**config.mk**
```make
export PLATFORM = sky130hd
export DESIGN_NAME = acff_fifo
export DESIGN_NICKNAME = d
export VERILOG_FILES = /design/src/hdl/acff_pkg.sv /design/src/hdl/acff_fifo.sv
export SDC_FILE = /design/constraint.sdc
export NUM_CORES = 1
export LEC_CHECK = 0
export ABC_CLOCK_PERIOD_IN_PS = 37100
export BUFFER_PORTS_ARGS = -buffer_cell sky130_fd_sc_hd__buf_2
export CORE_AREA = 10 10 356 358
export DETAILED_ROUTE_END_ITERATION = 10
export DIE_AREA = 0 0 366 368
export SLEW_MARGIN = 0
export SYNTH_ARGS = -nofsm -noshare
export SYNTH_HDL_FRONTEND = slang
export SYNTH_SLANG_ARGS = --single-unit
```
**constraint.sdc**
```tcl
create_clock -name i_clk -period 37.1 [get_ports i_clk]
set_clock_uncertainty 0.15 [all_clocks]
set_input_delay 7.42 -clock i_clk [delete_from_list [all_inputs] [get_ports i_clk]]
set_output_delay 7.42 -clock i_clk [all_outputs]
set_load 0.02 [all_outputs]
```
**src/hdl/acff_pkg.sv**
```systemverilog
// Shared types, codes and fixed-point helpers of the angle charge-flux force block.
// No dependencies; every other file of the block refers to it by scoped names.
`default_nettype none
package acff_pkg;

    // Width of the stored Q16.16 products qa, qc and the bend weight p
    localparam int QW = 49;

    // Operation codes of the shared iterative arithmetic unit
    localparam logic [1:0] AU_MUL  = 2'd0;
    localparam logic [1:0] AU_DIV  = 2'd1;
    localparam logic [1:0] AU_SQRT = 2'd2;

    // Status codes of a result
    localparam logic [1:0] ST_OK  = 2'd0;
    localparam logic [1:0] ST_DEG = 2'd1;
    localparam logic [1:0] ST_SAT = 2'd2;

    localparam logic signed [63:0] S64_MAX = 64'sh7FFF_FFFF_FFFF_FFFF;
    localparam logic signed [63:0] S64_MIN = 64'sh8000_0000_0000_0000;

    typedef struct packed {
        logic signed [31:0] ab_x;
        logic signed [31:0] ab_y;
        logic signed [31:0] ab_z;
        logic signed [31:0] cb_x;
        logic signed [31:0] cb_y;
        logic signed [31:0] cb_z;
        logic signed [31:0] dpot_a;
        logic signed [31:0] dpot_c;
        logic signed [31:0] angle_flux_a;
        logic signed [31:0] angle_flux_c;
        logic signed [31:0] stretch_flux_a;
        logic signed [31:0] stretch_flux_c;
    } t_acff_in;

    typedef struct packed {
        logic signed [31:0] fa_x;
        logic signed [31:0] fa_y;
        logic signed [31:0] fa_z;
        logic signed [31:0] fb_x;
        logic signed [31:0] fb_y;
        logic signed [31:0] fb_z;
        logic signed [31:0] fc_x;
        logic signed [31:0] fc_y;
        logic signed [31:0] fc_z;
        logic [1:0]         status;
    } t_acff_out;

    // One prepared angle term, passed from the front to the back
    typedef struct packed {
        logic signed [31:0]   ux;
        logic signed [31:0]   uy;
        logic signed [31:0]   uz;
        logic signed [31:0]   vx;
        logic signed [31:0]   vy;
        logic signed [31:0]   vz;
        logic [63:0]          a2;
        logic [63:0]          c2;
        logic signed [QW-1:0] qa;
        logic signed [QW-1:0] qc;
        logic signed [QW-1:0] p;
    } t_acff_job;

    typedef struct packed {
        logic        start;
        logic [1:0]  op;
        logic [63:0] a;
        logic [63:0] b;
        logic        sh30;
    } t_au_req;

    typedef struct packed {
        logic        done;
        logic        dsat;
        logic [63:0] hi;
        logic [63:0] lo;
    } t_au_rsp;

    typedef struct packed {
        logic              sat;
        logic signed [63:0] val;
    } t_sv64;

    typedef struct packed {
        logic        sat;
        logic [63:0] val;
    } t_su64;

    typedef struct packed {
        logic               sat;
        logic signed [31:0] val;
    } t_sv32;

    function automatic logic signed [63:0] smul32(input logic signed [31:0] a,
                                                  input logic signed [31:0] b);
        logic signed [63:0] r;
        r = a * b;
        return r;
    endfunction

    function automatic logic [63:0] mag64(input logic signed [63:0] a);
        logic [63:0] r;
        r = a[63] ? 64'(-a) : 64'(a);
        return r;
    endfunction

    // Magnitude and sign back to a signed value, clamped
    function automatic t_sv64 from_mag(input logic [63:0] m, input logic neg);
        t_sv64 r;
        r.sat = 1'b0;
        if (neg) begin
            if (m > 64'h8000_0000_0000_0000) begin
                r.sat = 1'b1;
                r.val = S64_MIN;
            end else begin
                r.val = -$signed(m);
            end
        end else if (m[63]) begin
            r.sat = 1'b1;
            r.val = S64_MAX;
        end else begin
            r.val = $signed(m);
        end
        return r;
    endfunction

    // Product magnitude shifted down with truncation, signed and clamped
    function automatic t_sv64 mul_post(input logic [127:0] prod, input logic sh30,
                                       input logic neg);
        logic [127:0] s;
        t_sv64        r;
        s = sh30 ? (prod >> 30) : (prod >> 16);
        if (s[127:64] != 64'd0) begin
            r.sat = 1'b1;
            r.val = neg ? S64_MIN : S64_MAX;
        end else begin
            r = from_mag(s[63:0], neg);
        end
        return r;
    endfunction

    function automatic t_sv64 add_sat(input logic signed [63:0] a,
                                      input logic signed [63:0] b);
        t_sv64 r;
        r.val = a + b;
        r.sat = (a[63] == b[63]) && (r.val[63] != a[63]);
        if (r.sat) r.val = a[63] ? S64_MIN : S64_MAX;
        return r;
    endfunction

    function automatic t_sv64 sub_sat(input logic signed [63:0] a,
                                      input logic signed [63:0] b);
        t_sv64 r;
        r.val = a - b;
        r.sat = (a[63] != b[63]) && (r.val[63] != a[63]);
        if (r.sat) r.val = a[63] ? S64_MIN : S64_MAX;
        return r;
    endfunction

    // Add the square of c to an unsigned accumulator, clamped
    function automatic t_su64 usq_add(input logic [63:0] acc, input logic signed [63:0] c);
        logic [63:0] m;
        logic [63:0] s;
        logic [64:0] sum;
        t_su64       r;
        m   = mag64(c);
        s   = 64'(m[31:0]) * 64'(m[31:0]);
        sum = {1'b0, acc} + {1'b0, s};
        if (m[63:32] != 32'd0 || sum[64]) begin
            r.sat = 1'b1;
            r.val = '1;
        end else begin
            r.sat = 1'b0;
            r.val = sum[63:0];
        end
        return r;
    endfunction

    function automatic t_sv32 out32(input logic signed [63:0] x);
        t_sv32 r;
        r.sat = 1'b0;
        r.val = x[31:0];
        if (x[63:31] != {33{x[63]}}) begin
            r.sat = 1'b1;
            r.val = x[63] ? 32'sh8000_0000 : 32'sh7FFF_FFFF;
        end
        return r;
    endfunction

    // Divide by 2^16 with truncation toward zero
    function automatic logic signed [QW-1:0] tdiv16(input logic signed [63:0] x);
        logic signed [63:0] t;
        t = (x + (x[63] ? 64'sd65535 : 64'sd0)) >>> 16;
        return t[QW-1:0];
    endfunction

endpackage
`default_nettype wire

```
**src/hdl/acff_fifo.sv**
```systemverilog
// Two-entry queue of prepared angle terms between the front and the back.
// Depends on acff_pkg.
`default_nettype none
module acff_fifo (
    input  wire logic                 i_clk,
    input  wire logic                 i_rst_n,
    input  wire logic                 i_push,
    input  wire acff_pkg::t_acff_job  i_data,
    output logic                      o_full,
    input  wire logic                 i_pop,
    output logic                      o_valid,
    output acff_pkg::t_acff_job       o_data
);

    acff_pkg::t_acff_job r_mem [2];
    logic                r_wp, r_rp;
    logic [1:0]          r_cnt;

    assign o_full  = (r_cnt == 2'd2);
    assign o_valid = (r_cnt != 2'd0);
    assign o_data  = r_mem[r_rp];

    // Advance pointers and count on each transfer
    always_ff @(posedge i_clk) begin
        if (!i_rst_n) begin
            r_wp  <= 1'b0;
            r_rp  <= 1'b0;
            r_cnt <= 2'd0;
        end else begin
            if (i_push) r_wp <= ~r_wp;
            if (i_pop)  r_rp <= ~r_rp;
            if (i_push && !i_pop)      r_cnt <= r_cnt + 2'd1;
            else if (!i_push && i_pop) r_cnt <= r_cnt - 2'd1;
        end
    end

    always_ff @(posedge i_clk) begin
        if (i_push) r_mem[r_wp] <= i_data;
    end

endmodule
`default_nettype wire

```
* Word-level counts from Yosys, hierarchy flattened
Memory sizes are Yosys's and may differ from the RTL's. A register that Yosys moved wholly into a read port is not among the register bits. Index checks and enable logic that the tools add are counted.
Storage, ports and cells: register bits 4, output and inout bits 469, bits in writable memories 934, memories kept 1
Memories:
- r_mem | words 2, width 467, rd ports 1, clocked after Yosys merged registers in 1, write ports 1, RTL line acff_fifo.sv:15 | acff_pkg::t_acff_job r_mem [2];
Operators by class: equal/unequal tests 1, bitwise operators 2, reductions and logical operators 6, add/sub/neg operators 2, mux-type cells 6
Operators with widths (count):
- 1-bit two-way mux | 4
- 2-bit two-way mux | 2
- 2-bit nonzero test | 2
- 2-bit by 1-bit adder with 2-bit output (second input constant) | 1
- 2-bit == test (second input constant) | 1
- 1-bit logical AND | 2
- 1-bit zero test | 2
- 1-bit inverter | 2
- 2-bit by 1-bit subtractor with 2-bit output (second input constant) | 1

* Logic depth before layout (Yosys ltp)
word-level depth 4, depth in mapped cells 5

* Worst setup path before layout
No wires, ideal clock.
path kind input-to-reg, from in i_push, to reg r_wp, arrival 28.873 ns, path buffers 0, stages on the path 2, setup time 0.155 ns, slack 7.922 ns, cells stage by stage nor2b_1 o21a_1
RTL lines:
- start: declaration | RTL line acff_fifo.sv:7 | input wire logic i_push,
- end signal: assignment | RTL line acff_fifo.sv:30 | if (i_push) r_wp <= ~r_wp;
- end: declaration | RTL line acff_fifo.sv:16 | logic r_wp, r_rp;

==> impl_results.md <==
- Syn Area/Cell: 23.13 um2
- Drt wl/cell: 22.37 um
- Post-CTS Repair Setup Buffers: 0
- Critical Path AT: about 5300 ps
- DR pass1 iterations: 5
- Post-DP HPWL: about 69,000 um
- # fillers: approximately 11,000
- Flop pwr share: 0.498
- Crit-path leading delay family: buffers and inverters
- Cts repair resizes: 0
- Critical path capture point type: output pin
- RSZ-0062 raised after global routing: false
- Synthesis-to-layout area growth: 28.05%
- Req. time, crit path: ~30,000 ps
- Share of the synthesized area in the top cell type: 0.8222
- Outcome: finished, final reports clean
- Sequential area share after synthesis: 0.8251
- CP cell instances: buf_4 > buf_4 > buf_4 > buf_4 > mux2_2 > buf_2
- Final Max Tran Viols: 0
- Ports: 940
- Cells after Synth: 1,475
- Design area: between 40,000 and 50,000 um2
- Crit path top cell by count: buf_4
- Switching Fraction: 0.2394
- Slowest CP cell: dfxtp_4
- Final GP Congestion: between 0.8 and 0.9
- Max incr delay on CP: 870 ps
- PD cells: 57.16 nW/um2
- Die width: between 300 and 400 um
- Hold buffers post-CTS: 0
- Power, Total: 2.497 mW
- First-pass GRT wire length: 131,700 um
- TNS Setup: 0 ps
- Reg-to-reg critical path startpoint: r_wp$_SDFFE_PN0P_
- Antenna-violating nets left: 0
- Total number of vias: around 18,000
- Fin. Hold Viols: 0
- Final setup violation count: 0
- VDD IR-drop max: roughly 0.038 mV
- Synthesized flop and latch total: around 940
- CTS sink cnt: around 940
- WP buf/inv: 5
- Remaining Overflow, GRT: 0
- Vias per cell: 4.273
- Worst Reg-to-Reg Cells: 5
- Die area: about 130,000 um2
- CTS tree: done
- Clock Path Buffers: 3
- Initial antenna violation count: 51
- Placed cells: approximately 4,000
- Hold EP: r_cnt[1]$_SDFFE_PN0P_
- Worst setup SP type: flop
- Row cnt: 127
- Crit Path Max Fanout: roughly 80
- Worst min-delay path category: flop to flop
- Fin nets: 2,953
- Syn Std Cell Area: approximately 34,000 um2
- Port Buffers: around 940
- Root Driver: clkbuf_16
- Hold Crit Start: r_cnt[1]$_SDFFE_PN0P_
- Ys Warns: 0
- Clock share of power: 0.387
- Tcrit/Tclk final: 0.3481
- Top cells by count, synth: edfxtp_1 (934), mux2_2 (467), buf_6 (41), clkbuf_8 (8), dfxtp_1 (5)
- Min Tclk post-route: between 10,000 and 15,000 ps
- Net Count, Synth: between 1,500 and 2,000
- Layout Cells excl Fill: 4,192
- Total GRT Usage: 0.1311
- Worst relative slew slack: 0.2753
- Unique masters post-synth: 17
- Clock latency at the later pin of the worst-skew pair: 640 ps
- Die height: roughly 370 um
- Worst Tran Pin Value: 1087 ps
- Residual DRC: 0
- Initial Utilization: 0.2858
- Largest net degree at the start of global routing: ~130
- Most frequent cell after synthesis: edfxtp_1
- Final setup margin: 24,190 ps
- Post-synth EDFFs: around 930
- Vias in the first global route: between 15,000 and 20,000
- TritonCTS buffer count: 97
- Switching Power: 597.6 uW
- Worst r2r dst: r_mem[1][296]$_DFFE_PP_
- Pint: roughly 1.9 mW
- Flop-to-flop setup slack: between 30,000 and 40,000 ps
- Max-Cap Viols: 0
- Hold Path Stages: 2
- Area leader, netlist: edfxtp_1
- Setup CP Type: flop to output pin
- Top post-synthesis cells by area: edfxtp_1 (82%), mux2_2 (15%), buf_6 (1.4%)
- Fmax: 0.07744 GHz
- Clock H-tree levels: 3
- Reg clk slew, reported paths: about 60 ps
- DR iter-0 viols: around 1,200
- Share of layout cells above drive strength 1: 0.6121
- Placed cell area: between 40,000 and 50,000 um2
- Lkg Pwr: ~16 nW
- Setup slack at placement: around 25,000 ps
- Share of synthesized registers carrying an async set or reset: 0
- Primary FF master, synth: edfxtp_1
- Routed WL: between 90,000 and 100,000 um
- Combinational Power Share: 0.114
- Core area: between 100,000 and 150,000 um2
layer usage:
layer  GRT usage  up-vias  part of all wire
met5           0        -            0.0033
met4     0.03872       50             0.024
met3     0.05523      189             0.095
met2      0.2234      743              0.50
met1      0.1493     8970              0.37
li1            -     7959                 -
tightest hold or removal path, delay by kind of cell, from the launching register on:
kind,cells,cell delay (ps)
compound gates,2,140
flops,1,330
state kept, by name, indices dropped and copies added (netlist names), named ones only:
| name | count |
|---|---|
| r_rp | 1 |
| r_mem | 934 |
| r_wp | 1 |
| r_cnt | 2 |
layout make-up:
class / instances / area [um2] / area share
Timing Repair Buffer: 959 / 4862 / 0.1113
Antenna cell: 20 / 50.05 / 0.001146
Inverter: 1 / 3.754 / 0.00008594
Multi-Input combinational cell: 483 / 5384 / 0.1233
Clock inverter: 60 / 663.1 / 0.01518
Sequential cell: 939 / 28150 / 0.6445
Tap cell: 1612 / 2017 / 0.04618
Clock buffer: 118 / 2549 / 0.05835
power by group through the flow:
stage	Sequential [mW]	Clock, mW	Combinational [mW]
global route	1.25	1.04	0.304
detailed placement	1.27	0	0.290
CTS	1.24	0.996	0.291
floorplan	1.29	0	0.180
finish	1.24	0.967	0.286
global placement	1.27	0	0.288
kinds of logic after synthesis:
group                      count (synthesis)  share of synthesized area
buffers and inverters                     53                    0.01731
AOI/OAI and AO/OA                          3                  0.0005869
DFF                                      939                     0.8251
xor gates and xnor gates                   3                  0.0007704
adders and majority gates                  1                  0.0003667
muxes                                    467                     0.1542
and+or+nand+nor                            9                   0.001651
stage by stage:
step / hold slack, ps / util
global placement: 355.7 / 0.3387
CTS: 368.7 / 0.3656
detailed placement: 355.2 / 0.3387
finish: 360.2 / 0.3660
floorplan: 317.8 / -
global route: 419.6 / 0.3659
cells in the final DEF, fill, tap and decap left out, drive strengths merged:
cell / synthesis / routed
edfxtp: 934 / 934
clkinvlp: 0 / 6
a21boi: 1 / 1
o21ai: 1 / 1
clkbuf: 8 / 118
ha: 1 / 1
and2: 4 / 4
diode: 0 / 20
or3: 1 / 1
nor2b: 3 / 3
xor2: 2 / 2
clkinv: 0 / 40
inv: 1 / 5
buf: 44 / 959
o21a: 1 / 1
xnor2: 1 / 1
mux2: 467 / 467
bufinv: 0 / 10
or2: 1 / 1
dfxtp: 5 / 5
worst max path at each step:
stage	endpoint	cells after the start	slack (ps)	start
after floorplan	r_wp$_SDFFE_PN0P_	2	7920	i_push
after global placement	r_mem[1][297]$_DFFE_PP_	6	24940	i_push
after detailed placement	o_data[269]	6	24840	flop
after CTS	o_data[108]	6	24110	flop
after global routing	o_data[229]	6	23850	flop
final	o_data[108]	6	24190	flop
No activity file was read; power rests on OpenSTA's default activity.
