File: src/hdl/acff_pkg.sv
// Shared types, codes and fixed-point helpers of the angle charge-flux force block.
// No dependencies; every other file of the block refers to it by scoped names.
`default_nettype none
package acff_pkg;

    // Width of the stored Q16.16 products qa, qc and the bend weight p
    localparam int QW = 49;

    // Operation codes of the shared iterative arithmetic unit
    localparam logic [1:0] AU_MUL  = 2'd0;
    localparam logic [1:0] AU_DIV  = 2'd1;
    localparam logic [1:0] AU_SQRT = 2'd2;

    // Status codes of a result
    localparam logic [1:0] ST_OK  = 2'd0;
    localparam logic [1:0] ST_DEG = 2'd1;
    localparam logic [1:0] ST_SAT = 2'd2;

    localparam logic signed [63:0] S64_MAX = 64'sh7FFF_FFFF_FFFF_FFFF;
    localparam logic signed [63:0] S64_MIN = 64'sh8000_0000_0000_0000;

    typedef struct packed {
        logic signed [31:0] ab_x;
        logic signed [31:0] ab_y;
        logic signed [31:0] ab_z;
        logic signed [31:0] cb_x;
        logic signed [31:0] cb_y;
        logic signed [31:0] cb_z;
        logic signed [31:0] dpot_a;
        logic signed [31:0] dpot_c;
        logic signed [31:0] angle_flux_a;
        logic signed [31:0] angle_flux_c;
        logic signed [31:0] stretch_flux_a;
        logic signed [31:0] stretch_flux_c;
    } t_acff_in;

    typedef struct packed {
        logic signed [31:0] fa_x;
        logic signed [31:0] fa_y;
        logic signed [31:0] fa_z;
        logic signed [31:0] fb_x;
        logic signed [31:0] fb_y;
        logic signed [31:0] fb_z;
        logic signed [31:0] fc_x;
        logic signed [31:0] fc_y;
        logic signed [31:0] fc_z;
        logic [1:0]         status;
    } t_acff_out;

    // One prepared angle term, passed from the front to the back
    typedef struct packed {
        logic signed [31:0]   ux;
        logic signed [31:0]   uy;
        logic signed [31:0]   uz;
        logic signed [31:0]   vx;
        logic signed [31:0]   vy;
        logic signed [31:0]   vz;
        logic [63:0]          a2;
        logic [63:0]          c2;
        logic signed [QW-1:0] qa;
        logic signed [QW-1:0] qc;
        logic signed [QW-1:0] p;
    } t_acff_job;

    typedef struct packed {
        logic        start;
        logic [1:0]  op;
        logic [63:0] a;
        logic [63:0] b;
        logic        sh30;
    } t_au_req;

    typedef struct packed {
        logic        done;
        logic        dsat;
        logic [63:0] hi;
        logic [63:0] lo;
    } t_au_rsp;

    typedef struct packed {
        logic              sat;
        logic signed [63:0] val;
    } t_sv64;

    typedef struct packed {
        logic        sat;
        logic [63:0] val;
    } t_su64;

    typedef struct packed {
        logic               sat;
        logic signed [31:0] val;
    } t_sv32;

    function automatic logic signed [63:0] smul32(input logic signed [31:0] a,
                                                  input logic signed [31:0] b);
        logic signed [63:0] r;
        r = a * b;
        return r;
    endfunction

    function automatic logic [63:0] mag64(input logic signed [63:0] a);
        logic [63:0] r;
        r = a[63] ? 64'(-a) : 64'(a);
        return r;
    endfunction

    // Magnitude and sign back to a signed value, clamped
    function automatic t_sv64 from_mag(input logic [63:0] m, input logic neg);
        t_sv64 r;
        r.sat = 1'b0;
        if (neg) begin
            if (m > 64'h8000_0000_0000_0000) begin
                r.sat = 1'b1;
                r.val = S64_MIN;
            end else begin
                r.val = -$signed(m);
            end
        end else if (m[63]) begin
            r.sat = 1'b1;
            r.val = S64_MAX;
        end else begin
            r.val = $signed(m);
        end
        return r;
    endfunction

    // Product magnitude shifted down with truncation, signed and clamped
    function automatic t_sv64 mul_post(input logic [127:0] prod, input logic sh30,
                                       input logic neg);
        logic [127:0] s;
        t_sv64        r;
        s = sh30 ? (prod >> 30) : (prod >> 16);
        if (s[127:64] != 64'd0) begin
            r.sat = 1'b1;
            r.val = neg ? S64_MIN : S64_MAX;
        end else begin
            r = from_mag(s[63:0], neg);
        end
        return r;
    endfunction

    function automatic t_sv64 add_sat(input logic signed [63:0] a,
                                      input logic signed [63:0] b);
        t_sv64 r;
        r.val = a + b;
        r.sat = (a[63] == b[63]) && (r.val[63] != a[63]);
        if (r.sat) r.val = a[63] ? S64_MIN : S64_MAX;
        return r;
    endfunction

    function automatic t_sv64 sub_sat(input logic signed [63:0] a,
                                      input logic signed [63:0] b);
        t_sv64 r;
        r.val = a - b;
        r.sat = (a[63] != b[63]) && (r.val[63] != a[63]);
        if (r.sat) r.val = a[63] ? S64_MIN : S64_MAX;
        return r;
    endfunction

    // Add the square of c to an unsigned accumulator, clamped
    function automatic t_su64 usq_add(input logic [63:0] acc, input logic signed [63:0] c);
        logic [63:0] m;
        logic [63:0] s;
        logic [64:0] sum;
        t_su64       r;
        m   = mag64(c);
        s   = 64'(m[31:0]) * 64'(m[31:0]);
        sum = {1'b0, acc} + {1'b0, s};
        if (m[63:32] != 32'd0 || sum[64]) begin
            r.sat = 1'b1;
            r.val = '1;
        end else begin
            r.sat = 1'b0;
            r.val = sum[63:0];
        end
        return r;
    endfunction

    function automatic t_sv32 out32(input logic signed [63:0] x);
        t_sv32 r;
        r.sat = 1'b0;
        r.val = x[31:0];
        if (x[63:31] != {33{x[63]}}) begin
            r.sat = 1'b1;
            r.val = x[63] ? 32'sh8000_0000 : 32'sh7FFF_FFFF;
        end
        return r;
    endfunction

    // Divide by 2^16 with truncation toward zero
    function automatic logic signed [QW-1:0] tdiv16(input logic signed [63:0] x);
        logic signed [63:0] t;
        t = (x + (x[63] ? 64'sd65535 : 64'sd0)) >>> 16;
        return t[QW-1:0];
    endfunction

endpackage
`default_nettype wire

File: src/hdl/acff_alu.sv
// Shared iterative arithmetic unit: shift-add multiply, restoring divide, square root.
// Depends on acff_pkg.
`default_nettype none
module acff_alu (
    input  wire logic              i_clk,
    input  wire logic              i_rst_n,
    input  wire acff_pkg::t_au_req i_req,
    output acff_pkg::t_au_rsp      o_rsp
);

    localparam logic [6:0] MUL_STEPS  = 7'd64;
    localparam logic [6:0] DIV_STEPS  = 7'd64;
    localparam logic [6:0] SQRT_STEPS = 7'd32;

    logic        r_busy;
    logic [6:0]  r_cnt;
    logic [1:0]  r_op;
    logic [63:0] r_hi, r_lo, r_m;
    logic        r_dsat;
    logic [63:0] hi0, lo0;
    logic [64:0] msum;
    logic [63:0] dh2;
    logic [63:0] rb;

    always_comb begin
        hi0  = i_req.sh30 ? (i_req.a >> 34) : (i_req.a >> 48);
        lo0  = i_req.sh30 ? (i_req.a << 30) : (i_req.a << 16);
        msum = {1'b0, r_hi} + (r_lo[0] ? {1'b0, r_m} : 65'd0);
        dh2  = {r_hi[62:0], r_lo[63]};
        rb   = r_lo + r_m;
    end

    assign o_rsp.done = r_busy && (r_cnt == 7'd0);
    assign o_rsp.dsat = r_dsat;
    assign o_rsp.hi   = r_hi;
    assign o_rsp.lo   = r_lo;

    always_ff @(posedge i_clk) begin
        if (!i_rst_n) begin
            r_busy <= 1'b0;
            r_cnt  <= 7'd0;
        end else if (i_req.start && !r_busy) begin
            // Load operands for a new operation
            r_busy <= 1'b1;
            r_op   <= i_req.op;
            r_dsat <= 1'b0;
            unique case (i_req.op)
                acff_pkg::AU_MUL: begin
                    r_hi  <= 64'd0;
                    r_lo  <= i_req.b;
                    r_m   <= i_req.a;
                    r_cnt <= MUL_STEPS;
                end
                acff_pkg::AU_DIV: begin
                    r_hi <= hi0;
                    r_lo <= lo0;
                    r_m  <= i_req.b;
                    if (hi0 >= i_req.b) begin
                        r_dsat <= 1'b1;
                        r_cnt  <= 7'd0;
                    end else begin
                        r_cnt <= DIV_STEPS;
                    end
                end
                default: begin
                    r_hi  <= i_req.a;
                    r_lo  <= 64'd0;
                    r_m   <= 64'h4000_0000_0000_0000;
                    r_cnt <= SQRT_STEPS;
                end
            endcase
        end else if (r_busy) begin
            if (r_cnt == 7'd0) begin
                r_busy <= 1'b0;
            end else begin
                // One step of the running operation
                r_cnt <= r_cnt - 7'd1;
                unique case (r_op)
                    acff_pkg::AU_MUL: begin
                        r_hi <= msum[64:1];
                        r_lo <= {msum[0], r_lo[63:1]};
                    end
                    acff_pkg::AU_DIV: begin
                        if (r_hi[63] || dh2 >= r_m) begin
                            r_hi <= dh2 - r_m;
                            r_lo <= {r_lo[62:0], 1'b1};
                        end else begin
                            r_hi <= dh2;
                            r_lo <= {r_lo[62:0], 1'b0};
                        end
                    end
                    default: begin
                        if (r_hi >= rb) begin
                            r_hi <= r_hi - rb;
                            r_lo <= (r_lo >> 1) + r_m;
                        end else begin
                            r_lo <= r_lo >> 1;
                        end
                        r_m <= r_m >> 2;
                    end
                endcase
            end
        end
    end

endmodule
`default_nettype wire

File: config.mk
export PLATFORM = sky130hd
export DESIGN_NAME = acff_alu
export DESIGN_NICKNAME = d
export VERILOG_FILES = /design/src/hdl/acff_pkg.sv /design/src/hdl/acff_alu.sv
export SDC_FILE = /design/constraint.sdc
export NUM_CORES = 2
export LEC_CHECK = 0
export BUFFER_PORTS_ARGS = -buffer_cell sky130_fd_sc_hd__buf_4
export CORE_ASPECT_RATIO = 1.25
export CORE_MARGIN = 2
export CORE_UTILIZATION = 45
export CTS_CLUSTER_DIAMETER = 50
export DETAILED_ROUTE_END_ITERATION = 8
export PLACE_DENSITY_LB_ADDON = 0.3
export REMOVE_ABC_BUFFERS = 1
export SYNTH_ARGS = -nofsm -noshare
export SYNTH_HDL_FRONTEND = slang
export SYNTH_SLANG_ARGS = --single-unit
export TNS_END_PERCENT = 10
File: constraint.sdc
create_clock -name i_clk -period 10.8 [get_ports i_clk]
set_clock_uncertainty 0.1 [all_clocks]
set_input_delay 0.54 -clock i_clk [delete_from_list [all_inputs] [get_ports i_clk]]
set_output_delay 0.54 -clock i_clk [all_outputs]
set_load 0.05 [all_outputs]
=== After elaboration in Yosys (flattened, before gate mapping) ===
Cells that the tools add are included.
Widths: inputs -> output; s select.

* Flip-flop bits (word level): 203
* Input port bits: 134
* Output and inout port bits: 130
* Word-level logic and storage cells: 66

* Add/sub/neg operators: 6
* Magnitude comparators: 3
* Eq/ne operators: 4
* Multiplexer cells: 31
* Reduce and logical (&&, ||, !) cells: 15

{| class="wikitable"
|+ Operators with widths
! cell !! number
|-
| $mux 64 || 15
|-
| $pmux 64 s2 || 5
|-
| $ge 64x64->1 || 2
|-
| $sub 64x64->64 || 2
|-
| $add 64x64->65 || 1
|-
| $add 63x64->64 || 1
|-
| $add 64x64->64 || 1
|-
| $ge 30x64->1 || 1
|-
| $mux 30 || 1
|-
| $mux 7 || 4
|-
| $pmux 7 s2 || 1
|-
| $reduce_and 4->1 || 2
|-
| $logic_not 7->1 || 1
|-
| $sub 7x1->7 const B || 1
|-
| $mux 1 || 5
|-
| $eq 2x1->1 const B || 2
|-
| $logic_not 2->1 || 2
|-
| $ne 2x1->1 const B || 2
|-
| $reduce_and 2->1 || 2
|-
| $reduce_bool 4->1 || 1
|-
| $reduce_and 3->1 || 1
|-
| $logic_and 1x1->1 || 2
|-
| $reduce_bool 2->1 || 1
|-
| $reduce_or 2->1 || 1
|-
| other kinds (2) || 2
|}

=== Longest topological paths before layout ===
* Depth after elaboration: 7
* Gate-level depth with buffers: 29
* Mapped depth without buffers: 27

=== Least setup slack after synthesis ===
OpenSTA, ideal clock, no wires.

* Path kind: register to register
* Start: reg r_lo[23]
* End: reg r_hi[0] (enable)
* Library setup time: 0.486 ns
* Arrival: 8.106 ns
* Data required time: 10.214 ns
* Setup slack: 2.108 ns
* Stages on the path, launching flop included: 27
* Buffers on the path: 4
* Clock period less this slack: 8.692 ns
* Path through: edfxtp_1 > ha_1 > buf_2 > a21o_1 > a21o_1 > o21bai_1 > a31oi_1 > a31oi_1 > a2111oi_1 > o21ai_0 > a21o_1 > a311oi_1 > o21ai_1 > a21oi_1 > xor2_1 > ha_1 > clkbuf_1 > nand2_1 > nor2_1 > nand4_1 > or3_1 > o2111a_1 > o21ai_0 > buf_2 > nor2_1 > clkbuf_1 > nor2_1

* Cells in the longest elaborated chain, start to end: 4

{| class="wikitable"
|+ RTL lines
! what !! RTL line !! text
|-
| from (decl) || acff_alu.sv:18 || <nowiki>logic [63:0] r_hi, r_lo, r_m;</nowiki>
|-
| from (signal assigned) || acff_alu.sv:50 || <nowiki>r_lo <= i_req.b;</nowiki>
|-
| from (signal assigned) || acff_alu.sv:56 || <nowiki>r_lo <= lo0;</nowiki>
|-
| from (signal assigned) || acff_alu.sv:81 || <nowiki>r_lo <= {msum[0], r_lo[63:1]};</nowiki>
|-
| $add 64x64->64 || acff_alu.sv:30 || <nowiki>rb = r_lo + r_m;</nowiki>
|-
| $ge 64x64->1 || acff_alu.sv:93 || <nowiki>if (r_hi >= rb) begin</nowiki>
|-
| $reduce_bool 4->1 (no line) || n/a ||
|-
| $reduce_and 4->1 (no line) || n/a ||
|-
| to (signal assigned) || acff_alu.sv:85 || <nowiki>r_hi <= dh2 - r_m;</nowiki>
|-
| to (signal assigned) || acff_alu.sv:88 || <nowiki>r_hi <= dh2;</nowiki>
|-
| to (signal assigned) || acff_alu.sv:94 || <nowiki>r_hi <= r_hi - rb;</nowiki>
|-
| to (decl) || acff_alu.sv:18 ||
|}

Every way passes these cells.
A chain may end at the register's enable or synchronous reset.

=== Final worst setup path ===
* Start: reg r_lo[0]
* End: reg r_hi[56] (enable)

The elaborated chain is that of the path after synthesis.

==> flow_metrics.env <==
export IMPL_status="finished clean"
export IMPL_antenna_found_initial=3
export IMPL_numPortBuffers=263
export IMPL_first_pass_iters=8
export IMPL_cts_tree="yes"
export IMPL_gp_congestion=1.06
export IMPL_cp_start_kind="register"
export IMPL_grt_setup_unrepaired="no"
export IMPL_ant_nets=0
export IMPL_core_sq_mm=0.0723
export IMPL_start_util_pct=45.5
export IMPL_grt_pass1_vias=33900
export IMPL_hold_depth=3
export IMPL_vias=36300
export IMPL_yosysSeqAreaShare_pct=18.3
export IMPL_syn_area_sq_mm=0.0329
export IMPL_cts_clk_slew_worst_paths_ns=0.06
export IMPL_dieArea_sq_mm=0.0753
export IMPL_dpl_hpwl_um=130000
export IMPL_ys_types=88
export IMPL_post_cts_setup_buffers=0
export IMPL_area_growth_pct=11.8
export IMPL_relSlewSlack_pct=24.4
export IMPL_grt_pass1_wl_um=228000
export IMPL_nNetsFinal=4841
export IMPL_dieHeight_um=306
export IMPL_synth_edf_count=195
export IMPL_whs_ns=0.144
export IMPL_crit_path_frequent_cell="buf_4"
export IMPL_ys_warn_count=0
export IMPL_track_usage_pct=41.5
export IMPL_slowest_stage="buf_4"
export IMPL_p_seq_share_pct=17.1
export IMPL_synth_cells=4262
export IMPL_cts_resized=0
export IMPL_min_path_type="in2reg"
export IMPL_drt_wl_total_um=163000
export IMPL_r2r_start="r_lo[0]$_DFFE_PP_"
export IMPL_grt_max_degree=106
export IMPL_htreeDepth=2
export IMPL_share_comb_of_total_power_pct=65.1
export IMPL_max_cap_viol_count=0
export IMPL_postSynthAreaPerCell_sq_um=7.72
export IMPL_cts_buffers=40
export IMPL_die_x_um=246
export IMPL_max_stage_delay_ns=0.68
export IMPL_critPathLaunch="r_lo[0]$_DFFE_PP_"
export IMPL_power_density_mw_per_mm2=195
export IMPL_final_period_utilization_pct=74.3
export IMPL_grt_overflow_total=0
export IMPL_via_per_inst=6.79
export IMPL_fmax_mhz=125
export IMPL_synthArstFlopShare_pct=0
export IMPL_clkSinkCount=203
export IMPL_synth_seq_cells=203
export IMPL_synthSimpleGateAreaFrac_pct=16.7
export IMPL_ys_flop_type="edfxtp_1"
export IMPL_end_kind="register"
export IMPL_p_leak_nw=16.0
export IMPL_synthAdderAreaFrac_pct=13.6
export IMPL_crit_arrival_ns=8.16
export IMPL_p_sw_share_pct=51.2
export IMPL_synth_top_family_by_area="compound AO/OA/AOI/OAI gates"
export IMPL_ios=264
export IMPL_final_util_pct=50.9
export IMPL_crit_fanout=66
export IMPL_clockPowerShare_pct=17.9
export IMPL_r2r_slack_ns=2.77
export IMPL_setup_violations=0
export IMPL_final_min_clock_period_ns=8.03
export IMPL_drtIter0Drc=4197
export IMPL_synth_xor_area_share_pct=7.67
export IMPL_worst_pin_slew_ns=1.12
export IMPL_criticalPathCategory="reg2reg"
export IMPL_worstReg2RegEnd="r_hi[56]$_DFFE_PP_"
export IMPL_hold_violations=0
export IMPL_clk_latency_ns=0.62
export IMPL_power_switching_mw=3.67
export IMPL_cts_buffer_depth=3
export IMPL_reg2reg_depth=26
export IMPL_worstSetupEndpoint="r_hi[56]$_DFFE_PP_"
export IMPL_ir_worst_vdd_uv=127
export IMPL_cts_root_buffer="clkbuf_16"
export IMPL_muxShareOfSynthArea_pct=6.86
export IMPL_post_drt_wl_per_cell_um=30.6
export IMPL_row_count=110
export IMPL_cts_hold_buf=0
export IMPL_drv_slew=0
export IMPL_cp_required_ns=10.93
export IMPL_p_int_mw=3.51
export IMPL_drc=0
export IMPL_drive_gt1_share_pct=10.1
export IMPL_synth_compound_area_share_pct=31.9
-- layout by cell type (no fill, tap or decap), types with 166 or more instances in the layout --
cell type / instances
o21ai_0: 292
xnor2_1: 166
buf_4: 298
mux2i_1: 186
edfxtp_1: 195
ha_1: 349
a21o_1: 205
nor2_1: 245
a21oi_1: 499
nand2_1: 350
inv_1: 172
-- power groups by stage --
stage / Sequential [mW] / Clock, mW / Combinational [mW]
after floorplan: 1.36 / 0 / 3.06
final: 1.23 / 1.28 / 4.67
after CTS: 1.22 / 1.27 / 4.55
after global placement: 1.23 / 0 / 4.54
after global routing: 1.23 / 1.31 / 5.00
after detailed placement: 1.23 / 0 / 4.53
-- per-layer routing --
metal | track usage (%) | vias up | share of wire (%)
met5 | 0.588 | - | 0.14
met4 | 39.9 | 6 | 12
met3 | 7.13 | 723 | 8.5
met2 | 66.9 | 2170 | 44
met1 | 45.7 | 17000 | 35
li1 | - | 16300 | -
-- synth_stat cells, types with 13 or more instances --
| cell type | n | area, sq um |
|---|---|---|
| and3_1 | 40 | 250 |
| nor4_1 | 17 | 106 |
| a31oi_1 | 50 | 313 |
| nor3_1 | 52 | 260 |
| a221o_1 | 13 | 130 |
| xor2_1 | 122 | 1070 |
| o21bai_1 | 56 | 420 |
| o31ai_1 | 23 | 173 |
| a211o_1 | 17 | 149 |
| a21oi_1 | 500 | 2500 |
| o221ai_1 | 30 | 263 |
| nor2b_1 | 62 | 388 |
| o211ai_1 | 64 | 480 |
| a221oi_1 | 52 | 455 |
| nand3_1 | 77 | 385 |
| a21o_1 | 205 | 1540 |
| ha_1 | 349 | 4370 |
| xnor2_1 | 166 | 1450 |
| buf_1 | 23 | 86.3 |
| nand2_1 | 351 | 1320 |
| clkbuf_1 | 207 | 777 |
| and2_1 | 107 | 669 |
| mux2i_1 | 186 | 1860 |
| o21ai_0 | 293 | 1470 |
| inv_1 | 173 | 649 |
| o22ai_1 | 79 | 494 |
| nand2b_1 | 39 | 244 |
| a22oi_1 | 24 | 180 |
| mux2_2 | 35 | 394 |
| edfxtp_1 | 195 | 5860 |
| nand4_1 | 86 | 538 |
| o21a_1 | 37 | 278 |
| or3_1 | 18 | 113 |
| a211oi_1 | 48 | 360 |
| nor2_1 | 249 | 935 |
| buf_2 | 19 | 95.1 |
-- metrics by stage --
stage / cell area (sq um) / worst slack (ns) / setup TNS [ns] / cells / power [mW]
after global routing: 36800 / 2.38 / 0 / 5337 / 7.53
after floorplan: 31900 / -4.27 / -321.49 / 4011 / 4.42
final: 36800 / 2.77 / 0 / 5338 / 7.18
after CTS: 36800 / 2.90 / 0 / 5337 / 7.04
after detailed placement: 35500 / 2.94 / 0 / 5263 / 5.76
after global placement: 35500 / 3.05 / 0 / 5263 / 5.77
-- logic make-up (layout without fill, tap and decap cells) --
| kind of cell | Yosys count | after routing |
|---|---|---|
| AO/OA/AOI/OAI | 1635 | 1635 |
| adder cells (fa/ha/maj) | 354 | 354 |
| buffers and inverters | 425 | 548 |
| flip-flops | 203 | 203 |
| XOR/XNOR | 288 | 288 |
| multiplexers | 221 | 221 |
| AND/OR/NAND/NOR | 1136 | 1136 |
| other | 0 | 1 |
-- critical path, delay by kind of cell (launching register included) --
family | cells | cell delay, ns
simple gates | 11 | 2.59
compound gates | 7 | 1.56
flops | 1 | 0.32
buf+inv | 4 | 1.67
fa+ha+maj | 3 | 1.13
xor+xnor | 1 | 0.18
-- final cells by class --
cell class              count  area, sq um
diodes                      1         2.50
clock buffers              51         1130
flip-flops and latches    203         6020
fillers                  7250        35500
clock inverters            23          196
repair buffers            300         2270
multi-input cells        3634        25300
well taps                 952         1190
inverters                 174          653
-- state kept, by name (all words and copies together) (netlist names) --
name	flops
r_dsat	1
r_cnt	7
r_op	2
r_hi	64
r_lo	64
r_busy	1
r_m	64
-- worst min-delay path by stage --
stage                                 end  slack, ns                  start
finish              r_cnt[5]$_SDFFE_PN0P_       0.14                i_rst_n
global route        r_cnt[5]$_SDFFE_PN0P_       0.14                i_rst_n
detailed placement  r_cnt[4]$_SDFFE_PN0P_       0.41  r_cnt[4]$_SDFFE_PN0P_
global placement    r_cnt[4]$_SDFFE_PN0P_       0.40  r_cnt[4]$_SDFFE_PN0P_
floorplan           r_cnt[4]$_SDFFE_PN0P_       0.38  r_cnt[4]$_SDFFE_PN0P_
CTS                 r_cnt[5]$_SDFFE_PN0P_       0.13                i_rst_n
No activity file was read; power rests on OpenSTA's default activity.
